<file path="src/rtl/core/csg_pkg.sv">
// Shared widths, codes and control bundles of the candlestick segment generator.
package csg_pkg;

    localparam int BAR_W    = 16;
    localparam int PRICE_W  = 32;
    localparam int ROWS_W   = 13;
    localparam int SCROLL_W = 24;
    localparam int PITCH_W  = 16;
    localparam int GLYPH_W  = 6;
    localparam int X_W      = 32;
    localparam int Y_W      = 24;
    localparam int CLS_W    = 2;

    localparam int CFG_ADDR_W = 3;
    localparam int CFG_DATA_W = 32;

    localparam int IN_TDATA_W  = BAR_W + 4 * PRICE_W;
    localparam int OUT_TDATA_W = 2 * X_W + 2 * Y_W;

    // bar position in Q.8, wide enough for pitch product minus scroll plus column offset
    localparam int PX_W     = BAR_W + PITCH_W + 3;
    // |price - floor| * rows
    localparam int PROD_W   = PRICE_W + ROWS_W;
    localparam int DIV_STEPS = PROD_W;
    localparam int DCNT_W   = $clog2(DIV_STEPS + 1);
    localparam int ROWX_W   = PROD_W + 2;
    localparam int RIDX_W   = 2;

    localparam logic [GLYPH_W-1:0] MAX_GLYPH_WIDTH = GLYPH_W'(63);
    localparam logic [PRICE_W-1:0] PRICE_MIN_RAW   = PRICE_W'(410);
    localparam logic signed [PRICE_W:0] FLAT_LIMIT     = (PRICE_W + 1)'(37);
    localparam logic signed [PRICE_W:0] FLAT_LIMIT_NEG = -FLAT_LIMIT;

    localparam logic signed [PX_W-1:0] X_HI = PX_W'(64'sd2147483647);
    localparam logic signed [PX_W-1:0] X_LO = PX_W'(-64'sd2147483648);
    localparam logic signed [ROWX_W-1:0] Y_HI = ROWX_W'(64'sd8388607);
    localparam logic signed [ROWX_W-1:0] Y_LO = ROWX_W'(-64'sd8388608);

    // register reset values
    localparam logic [PRICE_W-1:0]  RST_FLOOR  = PRICE_W'(0);
    localparam logic [PRICE_W-1:0]  RST_CEIL   = PRICE_W'(409600);
    localparam logic [ROWS_W-1:0]   RST_ROWS   = ROWS_W'(480);
    localparam logic [SCROLL_W-1:0] RST_SCROLL = SCROLL_W'(0);
    localparam logic [PITCH_W-1:0]  RST_PITCH  = PITCH_W'(2048);
    localparam logic [GLYPH_W-1:0]  RST_WIDTH  = GLYPH_W'(5);

    // register indexes
    localparam logic [CFG_ADDR_W-1:0] CFG_FLOOR  = 3'd0;
    localparam logic [CFG_ADDR_W-1:0] CFG_CEIL   = 3'd1;
    localparam logic [CFG_ADDR_W-1:0] CFG_ROWS   = 3'd2;
    localparam logic [CFG_ADDR_W-1:0] CFG_SCROLL = 3'd3;
    localparam logic [CFG_ADDR_W-1:0] CFG_PITCH  = 3'd4;
    localparam logic [CFG_ADDR_W-1:0] CFG_WIDTH  = 3'd5;

    // colour classes
    localparam logic [CLS_W-1:0] CLS_RISE = 2'd0;
    localparam logic [CLS_W-1:0] CLS_FALL = 2'd1;
    localparam logic [CLS_W-1:0] CLS_FLAT = 2'd2;

    // projected rows, in the order the controller works them
    localparam logic [RIDX_W-1:0] ROW_LOW   = 2'd0;
    localparam logic [RIDX_W-1:0] ROW_HIGH  = 2'd1;
    localparam logic [RIDX_W-1:0] ROW_CLOSE = 2'd2;
    localparam logic [RIDX_W-1:0] ROW_OPEN  = 2'd3;

    typedef struct packed {
        logic              load;       // latch the bar word
        logic              prep;       // clamp and offset one price
        logic              div_start;  // multiply by rows, start the divider
        logic              row_store;  // finish one row
        logic              emit_wick;
        logic              emit_body;  // flat line or one body column
        logic [RIDX_W-1:0] row_idx;
    } cmd_t;

    typedef struct packed {
        logic out_free;
        logic div_done;
        logic wick_last;
        logic flat;
        logic body_last;
    } stat_t;

endpackage

</file>
<file path="src/rtl/core/candlestick_segment_generator_top.sv">
// Top level of the candlestick segment generator: stream ports, controller and datapath.
// Sequence: once a bar word is taken, four row projections run (prep, multiply, 45-step
//   restoring divider, store) before the first segment word is valid.
// Throughput: each bar yields n segments, n = segment count (1 to 63); one segment per
//   cycle when the output side does not stall, next bar taken only when idle.
// Reset: aresetn synchronous, active low; view registers to defaults, output word dropped.
module candlestick_segment_generator_top
    import csg_pkg::*;
(
    input  logic                   aclk,
    input  logic                   aresetn,

    // register write port
    input  logic                   cfg_we,
    input  logic [CFG_ADDR_W-1:0]  cfg_addr,
    input  logic [CFG_DATA_W-1:0]  cfg_wdata,

    // bar words in
    input  logic                   s_tvalid,
    output logic                   s_tready,
    // [15:0] bar_number, [47:16] open_price, [79:48] high_price,
    // [111:80] low_price, [143:112] close_price
    input  logic [IN_TDATA_W-1:0]  s_tdata,

    // segment words out
    output logic                   m_tvalid,
    input  logic                   m_tready,
    // [31:0] start_x, [55:32] start_y, [87:56] end_x, [111:88] end_y
    output logic [OUT_TDATA_W-1:0] m_tdata,
    // [1:0] colour_class
    output logic [CLS_W-1:0]       m_tuser,
    // final_segment: last segment of the bar
    output logic                   m_tlast
);

    cmd_t  cmd;
    stat_t stat;

    logic [X_W-1:0] start_x, end_x;
    logic [Y_W-1:0] start_y, end_y;

    // Controller owns sequencing; it takes a bar only when idle. The last segment
    // of the previous bar may then still sit in the output register, and may stay
    // there through the row projections of the new bar.
    csg_ctrl u_ctrl (
        .aclk     (aclk),
        .aresetn  (aresetn),
        .in_valid (s_tvalid),
        .in_ready (s_tready),
        .stat     (stat),
        .cmd      (cmd)
    );

    // Datapath: bar position (bar * pitch - scroll), class, row projection
    // through the shared divider, then one segment word per emit command.
    csg_datapath u_dp (
        .aclk        (aclk),
        .aresetn     (aresetn),
        .cfg_we      (cfg_we),
        .cfg_addr    (cfg_addr),
        .cfg_wdata   (cfg_wdata),
        .in_bar      (s_tdata[BAR_W-1:0]),
        .in_open     (s_tdata[BAR_W +: PRICE_W]),
        .in_high     (s_tdata[BAR_W+PRICE_W +: PRICE_W]),
        .in_low      (s_tdata[BAR_W+2*PRICE_W +: PRICE_W]),
        .in_close    (s_tdata[BAR_W+3*PRICE_W +: PRICE_W]),
        .cmd         (cmd),
        .stat        (stat),
        .out_ready   (m_tready),
        .out_valid   (m_tvalid),
        .out_start_x (start_x),
        .out_start_y (start_y),
        .out_end_x   (end_x),
        .out_end_y   (end_y),
        .out_cls     (m_tuser),
        .out_last    (m_tlast)
    );

    assign m_tdata = {end_y, end_x, start_y, start_x};

endmodule

</file>
<file path="src/rtl/core/csg_div.sv">
// Restoring divider, one quotient bit per cycle.
module csg_div
    import csg_pkg::*;
(
    input  logic              aclk,
    input  logic              aresetn,
    input  logic              start,
    input  logic [PROD_W-1:0] dividend,
    input  logic [PRICE_W-1:0] divisor,
    output logic              done,
    output logic [PROD_W-1:0] quotient
);

    logic [PROD_W-1:0]  quo_reg, quo_next;
    logic [PRICE_W-1:0] rem_reg, rem_next;
    logic [PRICE_W-1:0] div_reg;
    logic [DCNT_W-1:0]  cnt_reg, cnt_next;
    logic               done_reg, done_next;

    logic [PRICE_W:0] shifted;
    logic [PRICE_W:0] trial;
    logic             ge;
    logic             busy;

    assign busy    = (cnt_reg != '0);
    assign shifted = {rem_reg, quo_reg[PROD_W-1]};
    assign trial   = shifted - {1'b0, div_reg};
    assign ge      = (shifted >= {1'b0, div_reg});

    always_comb begin
        quo_next  = quo_reg;
        rem_next  = rem_reg;
        cnt_next  = cnt_reg;
        done_next = 1'b0;
        if (start) begin
            quo_next = dividend;
            rem_next = '0;
            cnt_next = DCNT_W'(DIV_STEPS);
        end else if (busy) begin
            rem_next  = ge ? trial[PRICE_W-1:0] : shifted[PRICE_W-1:0];
            quo_next  = {quo_reg[PROD_W-2:0], ge};
            cnt_next  = cnt_reg - DCNT_W'(1);
            done_next = (cnt_reg == DCNT_W'(1));
        end
    end

    always_ff @(posedge aclk) begin
        if (!aresetn) begin
            cnt_reg  <= '0;
            done_reg <= 1'b0;
        end else begin
            cnt_reg  <= cnt_next;
            done_reg <= done_next;
        end
        quo_reg <= quo_next;
        rem_reg <= rem_next;
        if (start) begin
            div_reg <= divisor;
        end
    end

    assign done     = done_reg;
    assign quotient = quo_reg;

endmodule

</file>
<file path="src/rtl/core/csg_datapath.sv">
// Datapath: view registers, bar latch, row projection, segment build, output word.
module csg_datapath
    import csg_pkg::*;
(
    input  logic                  aclk,
    input  logic                  aresetn,
    input  logic                  cfg_we,
    input  logic [CFG_ADDR_W-1:0] cfg_addr,
    input  logic [CFG_DATA_W-1:0] cfg_wdata,
    input  logic [BAR_W-1:0]      in_bar,
    input  logic [PRICE_W-1:0]    in_open,
    input  logic [PRICE_W-1:0]    in_high,
    input  logic [PRICE_W-1:0]    in_low,
    input  logic [PRICE_W-1:0]    in_close,
    input  cmd_t                  cmd,
    output stat_t                 stat,
    input  logic                  out_ready,
    output logic                  out_valid,
    output logic [X_W-1:0]        out_start_x,
    output logic [Y_W-1:0]        out_start_y,
    output logic [X_W-1:0]        out_end_x,
    output logic [Y_W-1:0]        out_end_y,
    output logic [CLS_W-1:0]      out_cls,
    output logic                  out_last
);

    localparam logic signed [ROWX_W-1:0] ROW_ONE = ROWX_W'(1);

    // view registers
    logic [PRICE_W-1:0]  floor_reg;
    logic [PRICE_W-1:0]  ceil_reg;
    logic [ROWS_W-1:0]   rows_reg;
    logic [SCROLL_W-1:0] scroll_reg;
    logic [PITCH_W-1:0]  pitch_reg;
    logic [GLYPH_W-1:0]  width_reg;

    // bar state
    logic signed [PX_W-1:0] px_reg, px_next;
    logic [CLS_W-1:0]       cls_reg, cls_next;
    logic [PRICE_W-1:0]     price_reg [4];
    logic [Y_W-1:0]         row_reg [4];
    logic [PRICE_W-1:0]     mag_reg, mag_next;
    logic                   neg_reg, neg_next;
    logic [GLYPH_W-1:0]     j_reg, j_next;

    // output word
    logic               out_valid_reg, out_valid_next;
    logic [X_W-1:0]     sx_reg, sx_next, ex_reg, ex_next;
    logic [Y_W-1:0]     sy_reg, sy_next, ey_reg, ey_next;
    logic [CLS_W-1:0]   oc_reg, oc_next;
    logic               last_reg, last_next;

    logic [GLYPH_W-1:0]  w_eff;
    logic [1:0]          wick_c;
    logic [GLYPH_W-1:0]  j_last;
    logic                flat;

    logic [BAR_W+PITCH_W-1:0] bp_prod;
    logic signed [PRICE_W:0]  d_cls;
    logic [PRICE_W-1:0]       v_sel, v_clamp;
    logic [PRICE_W:0]         v_diff;

    logic [PROD_W-1:0]  dividend;
    logic [PRICE_W-1:0] den;
    logic               range_ok;
    logic               div_done;
    logic [PROD_W-1:0]  quotient;
    logic signed [ROWX_W-1:0] rows_x, q_x, row_raw;
    logic [Y_W-1:0]           row_sat;

    function automatic logic [X_W-1:0] sat_x(input logic signed [PX_W-1:0] v);
        logic [X_W-1:0] r;
        if (v > X_HI) begin
            r = X_HI[X_W-1:0];
        end else if (v < X_LO) begin
            r = X_LO[X_W-1:0];
        end else begin
            r = v[X_W-1:0];
        end
        return r;
    endfunction

    function automatic logic signed [PX_W-1:0] col_x(input logic signed [PX_W-1:0] px,
                                                     input logic [GLYPH_W-1:0] col);
        return px + $signed(PX_W'({col, 8'h00}));
    endfunction

    // config writes
    always_ff @(posedge aclk) begin
        if (!aresetn) begin
            floor_reg  <= RST_FLOOR;
            ceil_reg   <= RST_CEIL;
            rows_reg   <= RST_ROWS;
            scroll_reg <= RST_SCROLL;
            pitch_reg  <= RST_PITCH;
            width_reg  <= RST_WIDTH;
        end else if (cfg_we) begin
            case (cfg_addr)
                CFG_FLOOR:  floor_reg  <= cfg_wdata[PRICE_W-1:0];
                CFG_CEIL:   ceil_reg   <= cfg_wdata[PRICE_W-1:0];
                CFG_ROWS:   rows_reg   <= cfg_wdata[ROWS_W-1:0];
                CFG_SCROLL: scroll_reg <= cfg_wdata[SCROLL_W-1:0];
                CFG_PITCH:  pitch_reg  <= cfg_wdata[PITCH_W-1:0];
                CFG_WIDTH:  width_reg  <= cfg_wdata[GLYPH_W-1:0];
                default: ;
            endcase
        end
    end

    // glyph geometry
    assign w_eff = (width_reg > MAX_GLYPH_WIDTH) ? MAX_GLYPH_WIDTH : width_reg;

    always_comb begin
        case (w_eff)
            GLYPH_W'(1): wick_c = 2'd0;
            GLYPH_W'(3): wick_c = 2'd1;
            GLYPH_W'(5): wick_c = 2'd2;
            default:     wick_c = 2'd3;
        endcase
    end

    // last body column, skipping the wick column when it is the rightmost one
    assign j_last = (w_eff - GLYPH_W'(1) == GLYPH_W'(wick_c)) ? w_eff - GLYPH_W'(2)
                                                              : w_eff - GLYPH_W'(1);
    assign flat   = (cls_reg == CLS_FLAT);

    // bar position and class
    assign bp_prod = (BAR_W+PITCH_W)'(in_bar) * (BAR_W+PITCH_W)'(pitch_reg);
    assign px_next = $signed({{(PX_W-BAR_W-PITCH_W){1'b0}}, bp_prod})
                   - $signed({{(PX_W-SCROLL_W){scroll_reg[SCROLL_W-1]}}, scroll_reg});
    assign d_cls   = $signed({1'b0, in_close}) - $signed({1'b0, in_open});

    always_comb begin
        if (d_cls >= FLAT_LIMIT) begin
            cls_next = CLS_RISE;
        end else if (d_cls <= FLAT_LIMIT_NEG) begin
            cls_next = CLS_FALL;
        end else begin
            cls_next = CLS_FLAT;
        end
    end

    // price clamp and offset from floor, sign and magnitude
    assign v_sel    = price_reg[cmd.row_idx];
    assign v_clamp  = (v_sel < PRICE_MIN_RAW) ? PRICE_MIN_RAW : v_sel;
    assign v_diff   = {1'b0, v_clamp} - {1'b0, floor_reg};
    assign neg_next = v_diff[PRICE_W];
    assign mag_next = neg_next ? (~v_diff[PRICE_W-1:0] + PRICE_W'(1)) : v_diff[PRICE_W-1:0];

    assign range_ok = (ceil_reg > floor_reg);
    assign den      = ceil_reg - floor_reg;
    assign dividend = PROD_W'(mag_reg) * PROD_W'(rows_reg);

    csg_div u_div (
        .aclk     (aclk),
        .aresetn  (aresetn),
        .start    (cmd.div_start),
        .dividend (dividend),
        .divisor  (den),
        .done     (div_done),
        .quotient (quotient)
    );

    // row = rows - 1 - signed offset, saturated
    assign rows_x  = $signed(ROWX_W'(rows_reg));
    assign q_x     = range_ok ? $signed(ROWX_W'(quotient)) : '0;
    assign row_raw = neg_reg ? (rows_x - ROW_ONE + q_x) : (rows_x - ROW_ONE - q_x);

    always_comb begin
        if (row_raw > Y_HI) begin
            row_sat = Y_HI[Y_W-1:0];
        end else if (row_raw < Y_LO) begin
            row_sat = Y_LO[Y_W-1:0];
        end else begin
            row_sat = row_raw[Y_W-1:0];
        end
    end

    // segment build
    always_comb begin
        j_next         = j_reg;
        sx_next        = sx_reg;
        sy_next        = sy_reg;
        ex_next        = ex_reg;
        ey_next        = ey_reg;
        oc_next        = oc_reg;
        last_next      = last_reg;
        out_valid_next = out_valid_reg & ~out_ready;
        if (cmd.load) begin
            j_next = '0;
        end
        if (cmd.emit_wick) begin
            sx_next        = sat_x(col_x(px_reg, GLYPH_W'(wick_c)));
            ex_next        = sx_next;
            sy_next        = row_reg[ROW_LOW];
            ey_next        = row_reg[ROW_HIGH];
            oc_next        = cls_reg;
            last_next      = stat.wick_last;
            out_valid_next = 1'b1;
        end else if (cmd.emit_body) begin
            oc_next        = cls_reg;
            out_valid_next = 1'b1;
            if (flat) begin
                sx_next   = sat_x(px_reg);
                ex_next   = sat_x(col_x(px_reg, w_eff));
                sy_next   = row_reg[ROW_CLOSE];
                ey_next   = row_reg[ROW_CLOSE];
                last_next = 1'b1;
            end else begin
                sx_next   = sat_x(col_x(px_reg, j_reg));
                ex_next   = sx_next;
                sy_next   = row_reg[ROW_OPEN];
                ey_next   = row_reg[ROW_CLOSE];
                last_next = stat.body_last;
                j_next    = (j_reg + GLYPH_W'(1) == GLYPH_W'(wick_c)) ? j_reg + GLYPH_W'(2)
                                                                      : j_reg + GLYPH_W'(1);
            end
        end
    end

    always_ff @(posedge aclk) begin
        if (!aresetn) begin
            out_valid_reg <= 1'b0;
        end else begin
            out_valid_reg <= out_valid_next;
        end
        if (cmd.load) begin
            px_reg               <= px_next;
            cls_reg              <= cls_next;
            price_reg[ROW_LOW]   <= in_low;
            price_reg[ROW_HIGH]  <= in_high;
            price_reg[ROW_CLOSE] <= in_close;
            price_reg[ROW_OPEN]  <= in_open;
        end
        if (cmd.prep) begin
            mag_reg <= mag_next;
            neg_reg <= neg_next;
        end
        if (cmd.row_store) begin
            row_reg[cmd.row_idx] <= row_sat;
        end
        j_reg    <= j_next;
        sx_reg   <= sx_next;
        sy_reg   <= sy_next;
        ex_reg   <= ex_next;
        ey_reg   <= ey_next;
        oc_reg   <= oc_next;
        last_reg <= last_next;
    end

    assign stat.out_free  = ~out_valid_reg | out_ready;
    assign stat.div_done  = div_done;
    assign stat.wick_last = (w_eff == GLYPH_W'(1)) | (~flat & (w_eff == '0));
    assign stat.flat      = flat;
    assign stat.body_last = (j_reg == j_last);

    assign out_valid   = out_valid_reg;
    assign out_start_x = sx_reg;
    assign out_start_y = sy_reg;
    assign out_end_x   = ex_reg;
    assign out_end_y   = ey_reg;
    assign out_cls     = oc_reg;
    assign out_last    = last_reg;

endmodule

</file>
<file path="src/rtl/core/csg_ctrl.sv">
// Controller: sequences bar load, four row projections and segment emission.
module csg_ctrl
    import csg_pkg::*;
(
    input  logic  aclk,
    input  logic  aresetn,
    input  logic  in_valid,
    output logic  in_ready,
    input  stat_t stat,
    output cmd_t  cmd
);

    typedef enum logic [2:0] {
        ST_IDLE,
        ST_PREP,
        ST_MUL,
        ST_DIV,
        ST_WICK,
        ST_BODY
    } state_t;

    state_t            state_reg, state_next;
    logic [RIDX_W-1:0] idx_reg, idx_next;

    always_comb begin
        state_next = state_reg;
        idx_next   = idx_reg;
        cmd        = '0;
        cmd.row_idx = idx_reg;
        in_ready   = 1'b0;
        case (state_reg)
            ST_IDLE: begin
                in_ready = 1'b1;
                if (in_valid) begin
                    cmd.load   = 1'b1;
                    idx_next   = ROW_LOW;
                    state_next = ST_PREP;
                end
            end
            ST_PREP: begin
                cmd.prep   = 1'b1;
                state_next = ST_MUL;
            end
            ST_MUL: begin
                cmd.div_start = 1'b1;
                state_next    = ST_DIV;
            end
            ST_DIV: begin
                if (stat.div_done) begin
                    cmd.row_store = 1'b1;
                    if (idx_reg == ROW_OPEN) begin
                        state_next = ST_WICK;
                    end else begin
                        idx_next   = idx_reg + RIDX_W'(1);
                        state_next = ST_PREP;
                    end
                end
            end
            ST_WICK: begin
                if (stat.out_free) begin
                    cmd.emit_wick = 1'b1;
                    state_next    = stat.wick_last ? ST_IDLE : ST_BODY;
                end
            end
            ST_BODY: begin
                if (stat.out_free) begin
                    cmd.emit_body = 1'b1;
                    if (stat.flat || stat.body_last) begin
                        state_next = ST_IDLE;
                    end
                end
            end
            default: begin
                state_next = ST_IDLE;
            end
        endcase
    end

    always_ff @(posedge aclk) begin
        if (!aresetn) begin
            state_reg <= ST_IDLE;
            idx_reg   <= ROW_LOW;
        end else begin
            state_reg <= state_next;
            idx_reg   <= idx_next;
        end
    end

endmodule

</file>
<file path="config.mk">
export PLATFORM = sky130hd
export DESIGN_NAME = candlestick_segment_generator_top
export DESIGN_NICKNAME = d
export VERILOG_FILES = /design/src/rtl/core/csg_pkg.sv /design/src/rtl/core/candlestick_segment_generator_top.sv /design/src/rtl/core/csg_div.sv /design/src/rtl/core/csg_datapath.sv /design/src/rtl/core/csg_ctrl.sv
export SDC_FILE = /design/constraint.sdc
export NUM_CORES = 2
export LEC_CHECK = 0
export BUFFER_PORTS_ARGS = -buffer_cell sky130_fd_sc_hd__buf_2
export CAP_MARGIN = 20
export CORE_MARGIN = 2
export CORE_UTILIZATION = 64
export CTS_BUF_LIST = sky130_fd_sc_hd__clkbuf_16
export DETAILED_ROUTE_END_ITERATION = 7
export GPL_TIMING_DRIVEN = 0
export HOLD_SLACK_MARGIN = 0.03
export PLACE_DENSITY = 0.83
export RECOVER_POWER = 50
export SYNTH_ARGS = -nofsm -noshare
export SYNTH_HDL_FRONTEND = slang
export SYNTH_SLANG_ARGS = --single-unit
export TNS_END_PERCENT = 10
</file>
<file path="constraint.sdc">
create_clock -name aclk -period 11.3 [get_ports aclk]
set_input_delay 0.565 -clock aclk [delete_from_list [all_inputs] [get_ports aclk]]
set_output_delay 0.565 -clock aclk [all_outputs]
set_load 0.005 [all_outputs]
</file>
# After elaboration in Yosys (flattened, before gate mapping)
# Memory sizes are Yosys's and may differ from the RTL's. A register that Yosys moved wholly into a read port is not among the register bits.
# Cells that the tools add are included.
dict set report word_totals {
  n_memories 2
  reg_bits 436
  inputBits 184
  output_inout_bits 117
  ram_bits 224
  wordCells 191
}
# memory depth width rd rd_ports_with_merged_regs write_ports line_no
set memory_table {}
lappend memory_table {u_dp.price_reg 4 32 1 1 4 csg_datapath.sv:40} ;# logic [PRICE_W-1:0] price_reg [4];
lappend memory_table {u_dp.row_reg 4 24 4 0 1 csg_datapath.sv:41} ;# logic [Y_W-1:0] row_reg [4];
dict set report classes {
  n_mux 74
  bitwise 10
  eq_ne 25
  add_sub_neg 18
  magnitude_cmp 16
  mul 2
  reduce_logical 18
}
# operator count
set op_table {}
lappend op_table {{$mux W32} 17}
lappend op_table {{$mux W24} 7}
lappend op_table {{$gt A35 B32 Y1 const B} 4}
lappend op_table {{$lt A35 B32 Y1 const B} 4}
lappend op_table {{$mux W45} 3}
lappend op_table {{$add A35 B15 Y35} 2}
lappend op_table {{$sub A32 B32 Y33} 2}
lappend op_table {{$sub A32 B32 Y32} 2}
lappend op_table {{$mux W6} 9}
lappend op_table {{$add A47 B47 Y47} 1}
lappend op_table {{$gt A47 B24 Y1 const B} 1}
lappend op_table {{$lt A47 B24 Y1 const B} 1}
lappend op_table {{$mux W47} 1}
lappend op_table {{$sub A47 B47 Y47} 1}
lappend op_table {{$mul A32 B13 Y45} 1}
lappend op_table {{$add A35 B11 Y35} 1}
lappend op_table {{$sub A33 B24 Y34} 1}
lappend op_table {{$ge A33 B32 Y1} 1}
lappend op_table {{$ge A33 B7 Y1 const B} 1}
lappend op_table {{$le A33 B7 Y1 const B} 1}
lappend op_table {{$add A32 B1 Y32 const B} 1}
lappend op_table {{$gt A32 B32 Y1} 1}
lappend op_table {{$lt A32 B9 Y1 const B} 1}
lappend op_table {{$mul A16 B16 Y32} 1}
lappend op_table {{other kinds (38)} 98}

# Depth between registers and ports, before layout
dict set report depth {
  word_depth 11
  depth_mapped 37
  ltp_nobuf 36
}

# Modules after synthesis
# From an unflattened synthesis, not the netlist that was laid out.
dict set report hier_totals {
  hier_cells 6633
  hier_area_um2 62273.5
}
# mod cells_each instances seq_area_each_um2 area_per_inst_um2
set by_module_without_submodules {}
lappend by_module_without_submodules {csg_datapath 5983 1 14864.3 55321.8}
lappend by_module_without_submodules {csg_div 604 1 3093.0 6568.8}
lappend by_module_without_submodules {csg_ctrl 46 1 100.1 382.9}

# Worst setup path before layout
# Ideal clock, no wire load.
dict set report synth_path {
  path_type {input -> register}
  from {in s_tdata[7]}
  to {reg u_dp.px_reg[32] (data pin)}
  required_ns 11.041
  n_path_buf 1
  arrival_time_ns 7.843
  setup_slack_ns 3.198
  setup_ns 0.259
  stages 30
  path_cell_list {clkbuf_1 -> nand2_1 -> fa_1 -> inv_1 -> fa_1 -> inv_1 -> fa_1 -> inv_1 -> fa_1 -> inv_1 -> fa_1 -> inv_1 -> fa_1 -> ha_1 -> or2_2 -> o31ai_1 -> o2111ai_1 -> a21oi_1 -> o21bai_1 -> a21oi_1 -> xnor2_1 -> ha_1 -> and3_1 -> a221oi_1 -> a211o_1 -> nor3_1 -> or3_1 -> a41oi_1 -> o21ai_0 -> xnor2_1}
}
dict set report synth_via {
  elab_chain_cells 2
}
# item line_no
set synth_rtl {}
lappend synth_rtl {{from (decl)} candlestick_segment_generator_top.sv:23} ;# input logic [IN_TDATA_W-1:0] s_tdata,
lappend synth_rtl {{$mul A16 B16 Y32} csg_datapath.sv:128} ;# assign bp_prod = (BAR_W+PITCH_W)'(in_bar) * (BAR_W+PITCH_W)'(pitch_reg);
lappend synth_rtl {{$sub A33 B24 Y34} csg_datapath.sv:130} ;# - $signed({{(PX_W-SCROLL_W){scroll_reg[SCROLL_W-1]}}, scroll_reg});
lappend synth_rtl {{named net u_dp.px_next[32]} csg_datapath.sv:38} ;# logic signed [PX_W-1:0] px_reg, px_next;
lappend synth_rtl {{to (signal assigned)} csg_datapath.sv:228} ;# px_reg <= px_next;
lappend synth_rtl {{to (decl)} csg_datapath.sv:38}
# The timed path passes the listed nets, and every way through them passes these cells.
# A chain may end at the register's enable or synchronous reset.

# Final worst setup path
dict set report layout_path {
  from {reg u_dp.floor_reg[0]}
  to {mem u_dp.row_reg[3][21] (data pin)}
}
dict set report layout_via {
  elab_chain_cells 7
  elab_cells_between_ends 9
  cone_classes {add/sub (2); order compare (3); mux (4)}
}
# item line_no
set layout_rtl {}
lappend layout_rtl {{from (decl)} csg_datapath.sv:30} ;# logic [PRICE_W-1:0] floor_reg;
lappend layout_rtl {{from (signal assigned)} csg_datapath.sv:99} ;# CFG_FLOOR: floor_reg <= cfg_wdata[PRICE_W-1:0];
lappend layout_rtl {{$gt A32 B32 Y1 *} csg_datapath.sv:150} ;# assign range_ok = (ceil_reg > floor_reg);
lappend layout_rtl {{$mux W45 *} csg_datapath.sv:166} ;# assign q_x = range_ok ? $signed(ROWX_W'(quotient)) : '0;
lappend layout_rtl {{$sub A47 B47 Y47 / $add A47 B47 Y47 (equally long branches)} csg_datapath.sv:167} ;# assign row_raw = neg_reg ? (rows_x - ROW_ONE + q_x) : (rows_x - ROW_ONE - q_x);
lappend layout_rtl {{$mux W47 *} csg_datapath.sv:167}
lappend layout_rtl {{$lt A47 B24 Y1} csg_datapath.sv:172} ;# end else if (row_raw < Y_LO) begin
lappend layout_rtl {{$mux W24} csg_datapath.sv:172}
lappend layout_rtl {{$mux W24 *} csg_datapath.sv:170} ;# if (row_raw > Y_HI) begin
lappend layout_rtl {{named net u_dp.row_sat[21]} csg_datapath.sv:69} ;# logic [Y_W-1:0] row_sat;
lappend layout_rtl {{to (decl)} csg_datapath.sv:41}
# The timed path passes the listed nets; every way through them passes the cells marked *.

==> results.py <==
metrics = {
    "die": {
        "die_x_um": 313.3,
        "die_h_um": 313.3,
        "rows": 113,
        "dieArea_um2": 98180,
        "core_area_um2": 94870,
        "initial_utilization_pct": 64.55,
        "io_pins": 301,
    },
    "critical_path": {
        "cp-end-kind": "register",
        "slowest_stage": "a221oi_1",
        "critical_path_arrival_ns": 10.87,
        "path_class": "reg -> reg",
        "crit_path_start_kind": "register",
        "worst-r2r-setup-slack_ns": 0.88,
        "max_stage_delay_ns": 0.81,
        "cp.required_ns": 11.75,
        "path_max_fanout": 10,
    },
    "sta": {
        "period_share_pct": 92.23,
        "tightest_slew_ns": 2.713,
        "final.setup.tns_ns": 0,
        "slew_headroom_pct": -80.94,
        "fin_skew_ns": 0.04065,
        "max_freq_mhz": 95.95,
        "rsz0062_at_grt": "no",
        "min_period_ns": 10.42,
        "final-max-slew-violation-count": 204,
        "setup_viol": 0,
        "finalHoldViolations": 0,
    },
    "finish": {
        "post-route-cell-area_um2": 66820,
        "fillCellCount": 7269,
        "layout_commonest_cell": "nand2_1",
        "final_cell_mix": "nand2_1, inv_1, fa_1, edfxtp_1, clkbuf_1",
        "syn2layout_area_growth_pct": 9.110,
        "nets": 8215,
        "layout-drive-gt1-share_pct": 5.393,
        "largest_reg_flops": 128,
    },
    "detailed_routing": {
        "routed_wl_mm": 184.2,
        "drt_first_iter_violations": 4978,
        "maxUsedRoutingLayer": "met5",
        "routed_via_density": 6.138,
        "wl_met3_mm": 21.94,
        "drc": 0,
        "dr.pass1.iters": 7,
        "wirelength_met1_mm": 70.31,
        "met2_length_mm": 82.89,
        "ant_nets": 0,
        "wl_per_cell_um": 21.96,
        "vias": 51500,
    },
    "logic_synthesis": {
        "synth-seq-cells": 661,
        "seq_area_frac_synth_pct": 29.55,
        "synthAdderAreaFrac_pct": 26.29,
        "synthCells": 6674,
        "synth_top_area_cell": "edfxtp_1",
        "synthSimpleGateAreaFrac_pct": 16.69,
        "netlist_top_cells_area": "edfxtp_1, fa_1, ha_1",
        "synth-edff-count": 486,
        "synth_flop_cell": "edfxtp_1",
        "async_flop_share_pct": 0,
        "synth_area_um2": 61240,
        "synth_warnings": 0,
        "synth_compound_area_share_pct": 14.18,
        "synthMuxAreaShare_pct": 1.459,
        "syn_nets": 7825,
        "ys_types": 89,
        "avgSynthCellArea_um2": 9.176,
        "synth_top_family_by_area": "adder cells",
        "netlist.area_leader.share_pct": 23.83,
        "synth-xor-area-share_pct": 5.504,
    },
    "power_and_ir_drop": {
        "vdd_drop_max_mv": 0.2479,
        "internal-power_mw": 7.630,
        "p_sw_share_pct": 45.05,
        "pwr-share-clk_pct": 17.7,
        "power.density_nw_per_um2": 207.8,
        "leakage_nw": 28.79,
        "power.switching_mw": 6.256,
        "combPwrFrac_pct": 57.9,
        "pwr-share-seq_pct": 24.4,
    },
    "placement": {
        "postPlaceCellArea_um2": 64620,
        "routabilityCongestion": 1.015,
        "portBuffers": 299,
        "hpwl_mm": 144.2,
    },
    "cts": {
        "clockBufferDepth": 3,
        "cts_buffers": 71,
        "cts.reportedPaths.clkPinSlew_ns": 0.06,
        "cts_setup_buffers": 0,
        "cts_tree": "yes",
        "ctsHoldBuffers": 0,
        "htreeDepth": 3,
        "root_buffer": "clkbuf_16",
        "clock-sinks": 661,
        "cts-resized-gates": 0,
        "clock_latency_ns": 0.67,
    },
    "global_routing": {
        "track_usage_pct": 37.43,
        "grt_pass1_wl_mm": 283.9,
        "grt.overflow.total": 0,
        "grt_max_degree": 80,
        "first_global_vias": 50980,
        "antenna_found_initial": 13,
    },
    "job": {
        "cap_violations": 6,
    },
    "run_status": {
        "run_status": "finished, violations left",
        "violations": "capacitance limit, slew limit",
    },
    "worst_hold_path": {
        "hp-class": "in -> reg",
    },
}
[worst max-delay path, delay by kind of cell (launching register included)]
kind	cells	cell delay [ns]
simple gates	11	3.38
buf+inv	4	1.31
flops	1	0.39
compound gates	13	3.85
fa+ha+maj	4	1.26
[per-layer routing]
layer,vias up,track usage [%]
li1,23300,-
met1,24670,49.32
met2,2962,59.02
met3,550,9.427
met4,14,16.34
met5,-,0
[area by class of cell]
| class | count | area, um2 | area share, % |
|---|---|---|---|
| multi-input combinational | 4983 | 39270 | 58.77 |
| sequential | 661 | 18100 | 27.08 |
| inverter | 716 | 2688 | 4.022 |
| clock buffer | 76 | 1902 | 2.846 |
| tap | 1265 | 1583 | 2.369 |
| timing repair buffer | 317 | 1528 | 2.286 |
| buffer | 314 | 1185 | 1.773 |
| clock inverter | 53 | 554.3 | 0.8295 |
| antenna | 4 | 10.01 | 0.01498 |
[worst paths after layout]
path	start	end	cells past startpoint
setup / recovery	u_dp.floor_reg[0]	u_dp.row_reg[3][21]	32
hold / removal	s_tdata[106]	u_dp.price_reg[0][26]	1
setup reg to reg	u_dp.floor_reg[0]	u_dp.row_reg[3][21]	32
hold reg to reg	u_dp.floor_reg[9]	u_dp.floor_reg[9]	2
[per-stage QoR]
stage          setup WS, ns  power (mW)  cells  utilization, %  hold slack [ns]
6_report             0.8781       13.89   8389           70.43          0.07159
5_1_grt              0.2995       14.77   8385           70.42          0.07398
4_1_cts               1.176       13.68   8382           70.70          0.06677
3_5_place_dp          1.226       11.20   8253           68.11           0.4562
3_3_place_gp         0.5587       10.97   8238           67.80           0.4494
2_1_floorplan         3.198       8.972   6674               -           0.4413
[cells by family after synthesis]
group           after synthesis
compound gates             1344
mux                          49
xor+xnor                    384
simple gates               2239
fa+ha+maj                   967
buf+inv                    1030
flops                       661
[power by group through the flow]
stage / registers, mW / logic (mW) / clock network [mW]
after floorplan: 3.30 / 5.67 / 0
after global placement: 3.42 / 7.56 / 0
after detailed placement: 3.41 / 7.79 / 0
after CTS: 3.36 / 7.85 / 2.47
after global routing: 3.41 / 8.80 / 2.57
final: 3.38 / 8.04 / 2.46
[synth_stat cells (15+ instances only)]
cell type / count
dfxtp_1: 175
a211oi_1: 33
inv_1: 715
or3_1: 26
and2_1: 240
xnor2_1: 247
mux2i_1: 15
o21ai_0: 281
nand2_1: 1151
mux4_2: 32
xor2_1: 136
edfxtp_1: 486
and3_1: 41
nand3_1: 90
a31oi_1: 77
o21a_1: 47
ha_1: 434
a31o_2: 19
clkbuf_1: 295
a21boi_0: 123
a311oi_1: 16
nand4_1: 48
nand2b_1: 54
o31ai_1: 29
nor4_1: 32
nor2_1: 325
nor3_1: 87
a21o_1: 169
or2_2: 25
nor2b_1: 59
o211ai_1: 33
o21bai_1: 57
fa_1: 533
a21oi_1: 334
Power figures use the tool's default switching activity.
